[src/rtl/fmed_pkg.sv]
// Shared constants for the sliding-window median FIFO.
// Used by fifo_window_running_median, fmed_checker and the testbench; depends on nothing.
`timescale 1ns / 1ps

package fmed_pkg;

    localparam int DEPTH    = 64;
    localparam int ADDR_W   = 6;
    localparam int CNT_W    = 7;
    localparam int SAMPLE_W = 16;

    // Operation codes carried on the input tuser bit.
    localparam logic OP_ENQ = 1'b0;
    localparam logic OP_DEQ = 1'b1;

    // Result status codes.
    localparam logic [1:0] ST_DONE      = 2'd0;
    localparam logic [1:0] ST_REJ_FULL  = 2'd1;
    localparam logic [1:0] ST_REJ_EMPTY = 2'd2;

    // Register indexes on the configuration port.
    localparam logic REG_CAPACITY = 1'b0;

    // Clamp the written capacity into 1..DEPTH.
    function automatic logic [CNT_W-1:0] eff_cap(input logic [CNT_W-1:0] cap);
        logic [CNT_W-1:0] res;
        if (cap == '0) begin
            res = CNT_W'(1);
        end else if (cap > CNT_W'(DEPTH)) begin
            res = CNT_W'(DEPTH);
        end else begin
            res = cap;
        end
        return res;
    endfunction

endpackage

[src/rtl/fmed_ram.sv]
// Generic simple dual-port RAM: one write port, one read port, registered read.
// Stand-alone; used by fifo_window_running_median for both sample stores.
`timescale 1ns / 1ps

module fmed_ram #(
    parameter int DEPTH = 64,
    parameter int WIDTH = 16
) (
    input  logic                     i_clk,
    input  logic                     i_we,
    input  logic [$clog2(DEPTH)-1:0] i_waddr,
    input  logic [WIDTH-1:0]         i_wdata,
    input  logic [$clog2(DEPTH)-1:0] i_raddr,
    output logic [WIDTH-1:0]         o_rdata
);

    logic [WIDTH-1:0] r_mem [DEPTH];
    logic [WIDTH-1:0] r_rdata;

    // Write port.
    always_ff @(posedge i_clk) begin
        if (i_we) begin
            r_mem[i_waddr] <= i_wdata;
        end
    end

    // Registered read port.
    always_ff @(posedge i_clk) begin
        r_rdata <= r_mem[i_raddr];
    end

    assign o_rdata = r_rdata;

endmodule

[src/rtl/fifo_window_running_median.sv]
// Sliding-window median FIFO: an arrival-order ring and a sorted copy in two RAMs.
// An enqueue moves each larger sorted entry up one place and writes the sample in the hole; a
// dequeue reads the oldest sample, removes one copy of it from the sorted store and shifts the
// rest down; a rejection only reads the medians. One word is in work at a time; a new word is
// taken once the result is registered, so no word is taken before the last one is through.
// Reset (synchronous, active low) empties the queue and sets capacity to 64; RAMs are not cleared.
// Depends on fmed_pkg and fmed_ram.
`timescale 1ns / 1ps

module fifo_window_running_median (
    input  logic        i_clk,
    input  logic        i_rst_n,
    // Configuration port
    input  logic        psel,
    input  logic        penable,
    input  logic        pwrite,
    input  logic [2:0]  paddr,
    input  logic [31:0] pwdata,
    output logic [31:0] prdata,
    output logic        pready,
    // Input stream
    input  logic        s_axis_tvalid,
    output logic        s_axis_tready,
    input  logic [15:0] s_axis_tdata,   // [15:0] sample_value
    input  logic        s_axis_tuser,   // [0] op
    // Result stream
    output logic        m_axis_tvalid,
    input  logic        m_axis_tready,
    // [15:0] dequeued_value, [22:16] element_count, [29:23] free_slots,
    // [45:30] lower_median, [61:46] upper_median, [63:62] zero
    output logic [63:0] m_axis_tdata,
    output logic [2:0]  m_axis_tuser    // [0] median_valid, [2:1] status
);

    localparam int AW = fmed_pkg::ADDR_W;
    localparam int CW = fmed_pkg::CNT_W;
    localparam int SW = fmed_pkg::SAMPLE_W;

    // Sequencer state codes.
    localparam logic [3:0] S_IDLE    = 4'd0;
    localparam logic [3:0] S_INS_CMP = 4'd1;
    localparam logic [3:0] S_INS_KEY = 4'd2;
    localparam logic [3:0] S_DQ_RD   = 4'd3;
    localparam logic [3:0] S_SR_CMP  = 4'd4;
    localparam logic [3:0] S_SH_RD   = 4'd5;
    localparam logic [3:0] S_SH_WR   = 4'd6;
    localparam logic [3:0] S_UPD     = 4'd7;
    localparam logic [3:0] S_MED_LO  = 4'd8;
    localparam logic [3:0] S_MED_HI  = 4'd9;
    localparam logic [3:0] S_MED_GET = 4'd10;
    localparam logic [3:0] S_OUT     = 4'd11;

    logic [3:0]    r_state, n_state;
    logic          r_op, n_op;
    logic [SW-1:0] r_key, n_key;
    logic [CW-1:0] r_idx, n_idx;
    logic [CW-1:0] r_count, n_count;
    logic [AW-1:0] r_rslot, n_rslot;
    logic [CW-1:0] r_cap;
    logic [1:0]    r_status, n_status;
    logic [SW-1:0] r_deq, n_deq;
    logic [SW-1:0] r_lo, n_lo;
    logic [SW-1:0] r_hi, n_hi;
    logic          r_ovalid;
    logic [63:0]   r_odata;
    logic [2:0]    r_ouser;

    logic          arr_we;
    logic [SW-1:0] arr_rdata;
    logic          srt_we;
    logic [AW-1:0] srt_waddr, srt_raddr;
    logic [SW-1:0] srt_wdata, srt_rdata;

    logic          in_acc;
    logic          out_load;
    logic [CW-1:0] cap_eff;
    logic [CW-1:0] free_now;
    logic [CW-1:0] idx_inc;
    logic [CW-1:0] cnt_dec;

    assign cap_eff  = fmed_pkg::eff_cap(r_cap);
    assign in_acc   = s_axis_tvalid && s_axis_tready;
    assign s_axis_tready = (r_state == S_IDLE);
    assign out_load = (r_state == S_OUT) && (!r_ovalid || m_axis_tready);
    assign idx_inc  = r_idx + CW'(1);
    assign cnt_dec  = r_count - CW'(1);
    assign free_now = (r_count < cap_eff) ? (cap_eff - r_count) : '0;

    // Arrival ring: written on an accepted enqueue, read at the oldest slot.
    assign arr_we = in_acc && (s_axis_tuser == fmed_pkg::OP_ENQ) && (r_count < cap_eff);

    fmed_ram #(.DEPTH(fmed_pkg::DEPTH), .WIDTH(SW)) u_arr_ram (
        .i_clk   (i_clk),
        .i_we    (arr_we),
        .i_waddr (r_rslot + r_count[AW-1:0]),
        .i_wdata (s_axis_tdata),
        .i_raddr (r_rslot),
        .o_rdata (arr_rdata)
    );

    fmed_ram #(.DEPTH(fmed_pkg::DEPTH), .WIDTH(SW)) u_srt_ram (
        .i_clk   (i_clk),
        .i_we    (srt_we),
        .i_waddr (srt_waddr),
        .i_wdata (srt_wdata),
        .i_raddr (srt_raddr),
        .o_rdata (srt_rdata)
    );

    // Sequencer: walks the sorted store to insert or remove one sample, then reads the two medians.
    always_comb begin
        n_state   = r_state;
        n_op      = r_op;
        n_key     = r_key;
        n_idx     = r_idx;
        n_count   = r_count;
        n_rslot   = r_rslot;
        n_status  = r_status;
        n_deq     = r_deq;
        n_lo      = r_lo;
        n_hi      = r_hi;
        srt_we    = 1'b0;
        srt_waddr = r_idx[AW-1:0];
        srt_wdata = r_key;
        srt_raddr = '0;
        case (r_state)
            S_IDLE: begin
                if (in_acc) begin
                    n_op     = s_axis_tuser;
                    n_key    = s_axis_tdata;
                    n_deq    = '0;
                    n_status = fmed_pkg::ST_DONE;
                    if (s_axis_tuser == fmed_pkg::OP_ENQ) begin
                        if (r_count >= cap_eff) begin
                            n_status = fmed_pkg::ST_REJ_FULL;
                            n_state  = S_MED_LO;
                        end else if (r_count == '0) begin
                            srt_we    = 1'b1;
                            srt_waddr = '0;
                            srt_wdata = s_axis_tdata;
                            n_state   = S_UPD;
                        end else begin
                            srt_raddr = cnt_dec[AW-1:0];
                            n_idx     = r_count;
                            n_state   = S_INS_CMP;
                        end
                    end else begin
                        if (r_count == '0) begin
                            n_status = fmed_pkg::ST_REJ_EMPTY;
                            n_state  = S_MED_LO;
                        end else begin
                            n_state = S_DQ_RD;
                        end
                    end
                end
            end
            S_INS_CMP: begin
                // Read data is the entry just below the hole at r_idx.
                srt_we = 1'b1;
                if ($signed(srt_rdata) > $signed(r_key)) begin
                    srt_wdata = srt_rdata;
                    n_idx     = r_idx - CW'(1);
                    if (r_idx == CW'(1)) begin
                        n_state = S_INS_KEY;
                    end else begin
                        srt_raddr = AW'(r_idx - CW'(2));
                    end
                end else begin
                    n_state = S_UPD;
                end
            end
            S_INS_KEY: begin
                srt_we  = 1'b1;
                n_state = S_UPD;
            end
            S_DQ_RD: begin
                n_key     = arr_rdata;
                n_deq     = arr_rdata;
                n_idx     = '0;
                srt_raddr = '0;
                n_state   = S_SR_CMP;
            end
            S_SR_CMP: begin
                // Search for one copy of the removed value.
                if (srt_rdata == r_key) begin
                    n_state = S_SH_RD;
                end else if (idx_inc >= r_count) begin
                    n_state = S_UPD;
                end else begin
                    srt_raddr = idx_inc[AW-1:0];
                    n_idx     = idx_inc;
                end
            end
            S_SH_RD: begin
                if (idx_inc < r_count) begin
                    srt_raddr = idx_inc[AW-1:0];
                    n_state   = S_SH_WR;
                end else begin
                    n_state = S_UPD;
                end
            end
            S_SH_WR: begin
                srt_we    = 1'b1;
                srt_wdata = srt_rdata;
                n_idx     = idx_inc;
                n_state   = S_SH_RD;
            end
            S_UPD: begin
                if (r_op == fmed_pkg::OP_ENQ) begin
                    n_count = r_count + CW'(1);
                end else begin
                    n_count = cnt_dec;
                    n_rslot = r_rslot + AW'(1);
                end
                n_state = S_MED_LO;
            end
            S_MED_LO: begin
                if (r_count == '0) begin
                    n_lo    = '0;
                    n_hi    = '0;
                    n_state = S_OUT;
                end else begin
                    srt_raddr = cnt_dec[AW:1];
                    n_state   = S_MED_HI;
                end
            end
            S_MED_HI: begin
                srt_raddr = r_count[AW:1];
                n_lo      = srt_rdata;
                n_state   = S_MED_GET;
            end
            S_MED_GET: begin
                n_hi    = srt_rdata;
                n_state = S_OUT;
            end
            S_OUT: begin
                if (out_load) begin
                    n_state = S_IDLE;
                end
            end
            default: begin
                n_state = S_IDLE;
            end
        endcase
    end

    // Control state.
    always_ff @(posedge i_clk) begin
        if (!i_rst_n) begin
            r_state  <= S_IDLE;
            r_count  <= '0;
            r_rslot  <= '0;
            r_cap    <= CW'(fmed_pkg::DEPTH);
            r_ovalid <= 1'b0;
        end else begin
            r_state <= n_state;
            r_count <= n_count;
            r_rslot <= n_rslot;
            if (psel && penable && pwrite && pready && (paddr[2] == fmed_pkg::REG_CAPACITY)) begin
                r_cap <= pwdata[CW-1:0];
            end
            if (out_load) begin
                r_ovalid <= 1'b1;
            end else if (m_axis_tready) begin
                r_ovalid <= 1'b0;
            end
        end
    end

    // Working and result payload.
    always_ff @(posedge i_clk) begin
        r_op     <= n_op;
        r_key    <= n_key;
        r_idx    <= n_idx;
        r_status <= n_status;
        r_deq    <= n_deq;
        r_lo     <= n_lo;
        r_hi     <= n_hi;
        if (out_load) begin
            r_odata <= {2'b00, r_hi, r_lo, free_now, r_count, r_deq};
            r_ouser <= {r_status, (r_count != '0)};
        end
    end

    assign m_axis_tvalid = r_ovalid;
    assign m_axis_tdata  = r_odata;
    assign m_axis_tuser  = r_ouser;
    assign pready        = 1'b1;
    assign prdata        = (paddr[2] == fmed_pkg::REG_CAPACITY) ? {25'd0, r_cap} : 32'd0;

    // The count never exceeds the store depth.
    a_count_range: assert property (@(posedge i_clk) disable iff (!i_rst_n)
        r_count <= CW'(fmed_pkg::DEPTH))
        else $error("element count beyond depth");

    // The count moves by at most one per step.
    a_count_step: assert property (@(posedge i_clk) disable iff (!i_rst_n)
        (r_count != $past(r_count)) |->
            ((r_count == $past(r_count) + CW'(1)) || (r_count == $past(r_count) - CW'(1))))
        else $error("element count jumped");

    // A full rejection always reports no free slot.
    a_full_free: assert property (@(posedge i_clk) disable iff (!i_rst_n)
        (r_ovalid && (r_ouser[2:1] == fmed_pkg::ST_REJ_FULL)) |-> (r_odata[29:23] == '0))
        else $error("full rejection with free slots");

    // The count only changes while an item is being worked.
    a_count_idle: assert property (@(posedge i_clk) disable iff (!i_rst_n)
        (r_state == S_IDLE) |=> (r_count == $past(r_count)))
        else $error("count changed while idle");

endmodule

[config.mk]
export PLATFORM = sky130hd
export DESIGN_NAME = fifo_window_running_median
export DESIGN_NICKNAME = d
export VERILOG_FILES = /design/src/rtl/fmed_pkg.sv /design/src/rtl/fmed_ram.sv /design/src/rtl/fifo_window_running_median.sv
export SDC_FILE = /design/constraint.sdc
export NUM_CORES = 2
export LEC_CHECK = 0
export ABC_AREA = 0
export BUFFER_PORTS_ARGS = -buffer_cell sky130_fd_sc_hd__buf_2
export CORE_ASPECT_RATIO = 0.7
export CORE_MARGIN = 2
export CORE_UTILIZATION = 32
export DETAILED_ROUTE_END_ITERATION = 16
export PLACE_DENSITY = 0.45
export RECOVER_POWER = 100
export SYNTH_ARGS = -nofsm -noshare
export SYNTH_HDL_FRONTEND = slang
export SYNTH_HIERARCHICAL = 1
export SYNTH_SLANG_ARGS = --single-unit
[constraint.sdc]
create_clock -name i_clk -period 5 [get_ports i_clk]
set_input_delay 0.75 -clock i_clk [delete_from_list [all_inputs] [get_ports i_clk]]
set_output_delay 0.75 -clock i_clk [all_outputs]
set_load 0.01 [all_outputs]
==> Word-level counts from Yosys, hierarchy flattened <==
Memory sizes are Yosys's and may differ from the RTL's. A register that Yosys moved wholly into a read port is not among the register bits.
Index checks and enable logic that the tools add are counted.
{ "classes": {"magnitude_cmp": 6, "muxes": 68, "eq_ne": 24, "n_bitwise": 2, "reduce_logical": 26, "addsub": 8} }
{ "op_table": {"columns": ["cell", "count"], "rows": [
  ["16-bit two-way mux", 8],
  ["16-bit one-hot mux with 2 select lines", 4],
  ["6-bit two-way mux", 15],
  ["7-bit two-way mux", 11],
  ["16-bit one-hot mux with 3 select lines", 1],
  ["4-bit one-hot mux with 12 select lines", 1],
  ["4-bit two-way mux", 9],
  ["6-bit one-hot mux with 6 select lines", 1],
  ["7-bit one-hot mux with 5 select lines", 1],
  ["16-bit equality test", 1],
  ["4-bit by 3-bit equality test with 1-bit output (second input constant)", 4],
  ["4-bit equality test (second input constant)", 4],
  ["16-bit > comparator", 1],
  ["2-bit inequality test (second input constant)", 8],
  ["7-bit by 1-bit adder with 7-bit output (second input constant)", 2],
  ["7-bit greater-or-equal comparator", 2],
  ["7-bit zero test", 2],
  ["7-bit < comparator", 2],
  ["7-bit by 1-bit subtractor with 7-bit output (second input constant)", 2],
  ["1-bit two-way mux", 12],
  ["2-bit AND reduction", 5],
  ["4-bit by 2-bit equality test with 1-bit output (second input constant)", 2],
  ["8-bit AND reduction", 1],
  ["2-bit nonzero test", 4],
  ["21 further kinds", 31]
]} }
{ "totals": {"memories": 2, "reg_bits": 164, "mem_bits_rw": 2048, "elab_cells": 151} }
{ "memory_table": {"columns": ["memory", "depth", "width", "read_ports", "rd_ports_with_merged_regs", "wr", "line", "text"], "rows": [
  ["u_arr_ram.r_mem", 64, 16, 1, 1, 1, "fmed_ram.sv:17", "logic [WIDTH-1:0] r_mem [DEPTH];"],
  ["u_srt_ram.r_mem", 64, 16, 1, 1, 1, "fmed_ram.sv:17", null]
]} }

==> Depth between registers and ports, before layout <==
{ "logic_depth": {"ltp_word": 10, "ltp_mapped": 22} }

==> Modules after synthesis <==
Netlist, hierarchy kept.
{ "by_module_without_submodules": {"columns": ["module", "cells_each", "seq_area_each_um2", "n_inst", "area_each_um2"], "rows": [
  ["fmed_ram at u_srt_ram", 1829, 31069.8, 1, 40042.2],
  ["fmed_ram at u_arr_ram", 1829, 31069.8, 1, 40039.7],
  ["fifo_window_running_median", 741, 4674.5, 1, 8574.5]
]} }

==> Worst setup path before layout <==
Ideal clock, no wire load.
{ "synth_timing": {"kind": "reg-to-reg", "from": "register r_state[1]", "to": "register r_odata[0], in the netlist m_axis_tdata[0] (enable)", "arrival_time_ps": 4065, "slack_ps": 439, "required_ps": 4504, "synth_period_minus_slack_ps": 4561, "stages_incl_launch_ff": 6, "cell_sequence": "dfxtp_1 buf_2 clkinv_1 nor2_1 nand3_1 nor2b_1"} }
{ "synth_via": {"elab_chain_len": 2} }
{ "synth_rtl": {"columns": ["item", "line", "text"], "rows": [
  ["start: declaration", "fifo_window_running_median.sv:53", "logic [3:0] r_state, n_state;"],
  ["start signal: assignment", "fifo_window_running_median.sv:256", "r_state <= n_state;"],
  ["4-bit equality test", "fifo_window_running_median.sv:84", "assign out_load = (r_state == S_OUT) && (!r_ovalid || m_axis_tready);"],
  ["1-bit logical AND", "fifo_window_running_median.sv:84", null],
  ["via out_load", "fifo_window_running_median.sv:75", "logic out_load;"],
  ["end signal: assignment", "fifo_window_running_median.sv:280", "r_odata <= {2'b00, r_hi, r_lo, free_now, r_count, r_deq};"],
  ["end: declaration", "fifo_window_running_median.sv:65", "logic [63:0] r_odata;"]
]} }
The timed path passes the listed nets, and every way through them passes these cells.
A chain may end at the register's enable or synchronous reset.

==> Worst setup path after layout <==
{ "layout_timing": {"from": "register r_idx[1]", "to": "register u_srt_ram.r_rdata[5], in the netlist u_srt_ram/o_rdata[5] (read register of u_srt_ram.r_mem)"} }
{ "layout_via": {"elab_chain_len": 5, "word_cells_on_any_way": 11} }
{ "layout_rtl": {"columns": ["item", "line", "text"], "rows": [
  ["start: declaration", "fifo_window_running_median.sv:56", "logic [CW-1:0] r_idx, n_idx;"],
  ["start signal: assignment", "fifo_window_running_median.sv:274", "r_idx <= n_idx;"],
  ["7-bit by 1-bit adder with 7-bit output", "fifo_window_running_median.sv:85", "assign idx_inc = r_idx + CW'(1);"],
  ["7-bit greater-or-equal comparator", "fifo_window_running_median.sv:187", "end else if (idx_inc >= r_count) begin"],
  ["6-bit two-way mux", "fifo_window_running_median.sv:187", null],
  ["6-bit two-way mux", "fifo_window_running_median.sv:185", "if (srt_rdata == r_key) begin"],
  ["6-bit one-hot mux with 6 select lines *", "fifo_window_running_median.sv:126", "case (r_state)"],
  ["via srt_raddr[2]", "fifo_window_running_median.sv:71", "logic [AW-1:0] srt_waddr, srt_raddr;"],
  ["end: declaration", "fmed_ram.sv:18", "logic [WIDTH-1:0] r_rdata;"]
]} }
The timed path passes the listed nets; every way through them passes the cells marked *.

==> impl_metrics.tcl <==
set metrics [dict create \
    io_pins 161 \
    clk_pin_slew_ns 0.06 \
    drtIter0Drc 4934 \
    rows 161 \
    fp.dieW_um 633 \
    worstSetupEndpointType "register" \
    cts_hold_buf 0 \
    start_util_pct 32.2 \
    violations "max-capacitance violations, max-slew violations" \
    ys_ff_latch 2244 \
    syn_area_per_cell_um2 20.2 \
    clk_latency_ns 0.91 \
    finalHoldViolCount 0 \
    r2r.worst_path.cells 21 \
    skew_ns 0.105 \
    maxSlewViolCount 1010 \
    power.density_mw_per_mm2 523 \
    die_area_mm2 0.281 \
    r2r_slack_ns 0.23 \
    top_layer "met4" \
    path_cells "buf_4 -> ha_1 -> nand2_1 -> xnor2_1 -> ha_1 -> o21ai_0 -> a21oi_1 -> o22a_1 -> and3b_2 -> a222oi_1 -> buf_4 -> o221ai_4 -> buf_12 -> buf_12 -> buf_12 -> nor2b_1 -> buf_4 -> a22oi_1 -> a41oi_1 -> o21ai_0 -> and4_1" \
    syn_area_mm2 0.0887 \
    drive_gt1_share_pct 25.9 \
    synth_compound_area_share_pct 3.33 \
    routabilityCongestion 0.859 \
    ys_seq_area_share_pct 75.4 \
    drc 0 \
    status "complete, but fails checks" \
    antenna_left 0 \
    worstPathMaxFanout 25 \
    vias 45500 \
    synthSimpleGateAreaFrac_pct 3.93 \
    n_fill_cell 25300 \
    max_stage_delay_ns 0.42 \
    period_share_pct 95.5 \
    ir_drop_v 0.000794 \
    grt_pass1_wl_um 359000 \
    die-height_um 444 \
    io_buffers 105 \
    ys_types 78 \
    synth_xor_area_share_pct 0.326 \
    setup-tns-final_ns 0 \
    synth_edf_count 2187 \
    setup.worst_path.start "r_idx[1]" \
    grt_pass1_vias 44300 \
    clock_sinks 2244 \
    area_growth_syn_to_layout_pct 17.4 \
    hp-class "in -> reg" \
    wirelength_um 260000 \
    wl_met2_um 108000 \
    worst_setup_path_start_kind "register" \
    fmax_mhz 209 \
    grt_use_total_pct 18.2 \
    numCtsBuffers 228 \
    met3_length_um 20500 \
    synthFlopType "edfxtp_1" \
    report.final.setup_viol 0 \
    ys_async_sr_fraction_pct 0 \
    synth_top_family_by_area "multiplexers" \
    yosys_warnings 6 \
    grt_max_degree 116 \
    p_leak_nw 32.3 \
    r2r_end "u_srt_ram/o_rdata[5]" \
    antenna_found_initial 28 \
    drt_first_pass_iters 5 \
    endpoint "u_srt_ram/o_rdata[5]" \
    cts_tree "yes" \
    critPathArrivalTime_ns 5.55 \
    max_cap_viol_count 23 \
    total_power_w 0.0544 \
    cp.required_ns 5.78 \
    max-slew-margin-rel_pct -152 \
    design.core.area_mm2 0.275 \
    m1WireLength_um 127000 \
    vias_per_cell 5.17 \
    clock-root-buffer "clkbuf_16" \
    htree_levels 4 \
    hpwlAfterDp_um 168000 \
    worst-slew-pin-transition_ns 3.78 \
    overflow 0 \
    cts_buffer_depth 4 \
    r2r-start "r_idx[1]" \
    hp-start "pwdata[6]" \
    final_nets 5045 \
    wl_per_cell_um 29.6 \
    synthCells 4399 \
    crit_type "reg -> reg" \
    period_needed_ns 4.77 \
    crit_slowest_cell "edfxtp_1" \
    synthMuxAreaShare_pct 14.1 \
    synth_fa_ha_area_share_pct 0.666 \
]
## sequential cells by signal, summed over array words and instances, names as in the netlist
signal	cells
u_arr_ram/r_mem	1024
u_srt_ram/r_mem	1024
m_axis_tdata	62
r_deq	16
r_hi	16
r_key	16
r_lo	16
u_arr_ram/o_rdata	16
u_srt_ram/o_rdata	16
r_cap	7
r_count	7
r_idx	7
r_rslot	6
r_state	4
m_axis_tuser	3
r_status	2
m_axis_tvalid	1
r_op	1
## final cells by class
type	instances	area, um^2	area share, %
diodes	10	25.0	0.0241
flip-flops and latches	2244	66800	64.2
inverters	43	165	0.159
multi-input cells	1871	20100	19.4
well taps	3667	4590	4.41
clock buffers	289	6080	5.84
clock inverters	120	1160	1.11
repair buffers	552	5060	4.86
## worst min-delay path by stage
stage,end,cells after the start
after global routing,r_cap[6],3
after floorplan,m_axis_tdata[0],0
after detailed placement,m_axis_tdata[48],0
after CTS,r_cap[6],3
after global placement,m_axis_tdata[6],0
final,r_cap[6],3
## cells in the final DEF (no fill, tap or decap), types with 39 or more instances in the layout
cell type  count
buf_12       116
buf_4        285
and2_1        40
nand2_1      155
mux4_2       440
ha_1          43
clkinv_2      40
nand3_1       58
a22oi_1       82
dfxtp_1       52
mux2i_1      180
clkbuf_1     178
edfxtp_1    2187
mux2_2        54
clkinv_1      41
clkbuf_16    231
nor2_1       157
inv_1         39
nor2b_1       84
a21oi_1       57
## layer usage
metal | track usage [%] | vias up
met5 | 0 | -
met4 | 3.99 | 0
met3 | 3.94 | 273
met2 | 24.9 | 1522
met1 | 29.0 | 24500
li1 | - | 19200
## what timing repair did
action                     in CTS  in global routing
resized for setup               5                  4
buffers inserted                0                  3
pin swaps                       0                  1
setup endpoints to repair       5                 16
## where the power goes
| group | total, W | switching (W) | internal [W] | leakage [nW] |
|---|---|---|---|---|
| registers | 0.0242 | 0.000437 | 0.0237 | 20.3 |
| clock network | 0.0169 | 0.00721 | 0.00964 | 3.54 |
| logic | 0.0134 | 0.00865 | 0.00471 | 8.47 |
| total | 0.0544 | 0.0163 | 0.0381 | 32.3 |
## critical path, delay by kind of cell (launching register included)
kind	cells	cell delay [ns]
AOI/OAI and AO/OA	8	1.71
xor gates and xnor gates	1	0.14
DFF	1	0.42
and+or+nand+nor	4	0.81
adders and majority gates	2	0.55
buffers and inverters	6	1.05
## per-stage QoR
stage / std cells / area, um^2 / hold WS (ns) / setup slack [ns] / util, %
finish: 8796 / 104000 / 0.169 / 0.226 / 37.8
global placement: 8374 / 97100 / 0.403 / -0.214 / 35.3
CTS: 8783 / 104000 / 0.0931 / 0.0649 / 37.9
floorplan: 4425 / 88800 / 0.400 / 0.439 / -
detailed placement: 8374 / 97100 / 0.405 / -0.212 / 35.3
global route: 8787 / 104000 / 0.130 / -0.0180 / 37.8
## kinds of logic (layout without fill, tap and decap cells)
| group | count (synthesis) | count (layout) |
|---|---|---|
| XOR/XNOR | 33 | 33 |
| multiplexers | 682 | 682 |
| other | 2 | 38 |
| AO/OA/AOI/OAI | 401 | 401 |
| buffers and inverters | 310 | 1004 |
| flip-flops | 2244 | 2244 |
| AND/OR/NAND/NOR | 681 | 681 |
| adder cells (fa/ha/maj) | 46 | 46 |
## synth_stat cells (21+ instances only)
library cell | number | area, um^2
inv_1 | 38 | 143
buf_2 | 79 | 395
buf_4 | 53 | 398
a21o_1 | 24 | 180
a221o_1 | 30 | 300
nand2_1 | 153 | 574
clkbuf_1 | 68 | 255
nor2_1 | 178 | 668
xnor2_1 | 23 | 201
and2_1 | 60 | 375
buf_6 | 38 | 428
nand4_1 | 33 | 206
mux2_2 | 54 | 608
o21ai_0 | 36 | 180
a221oi_1 | 37 | 324
a31oi_1 | 21 | 131
a21oi_1 | 59 | 295
a22oi_1 | 82 | 616
dfxtp_1 | 57 | 1140
nor2b_1 | 87 | 544
edfxtp_1 | 2187 | 65700
mux4_2 | 440 | 9910
mux2i_1 | 180 | 1800
nand3_1 | 57 | 285
ha_1 | 44 | 551
Power figures use the tool's default switching activity.
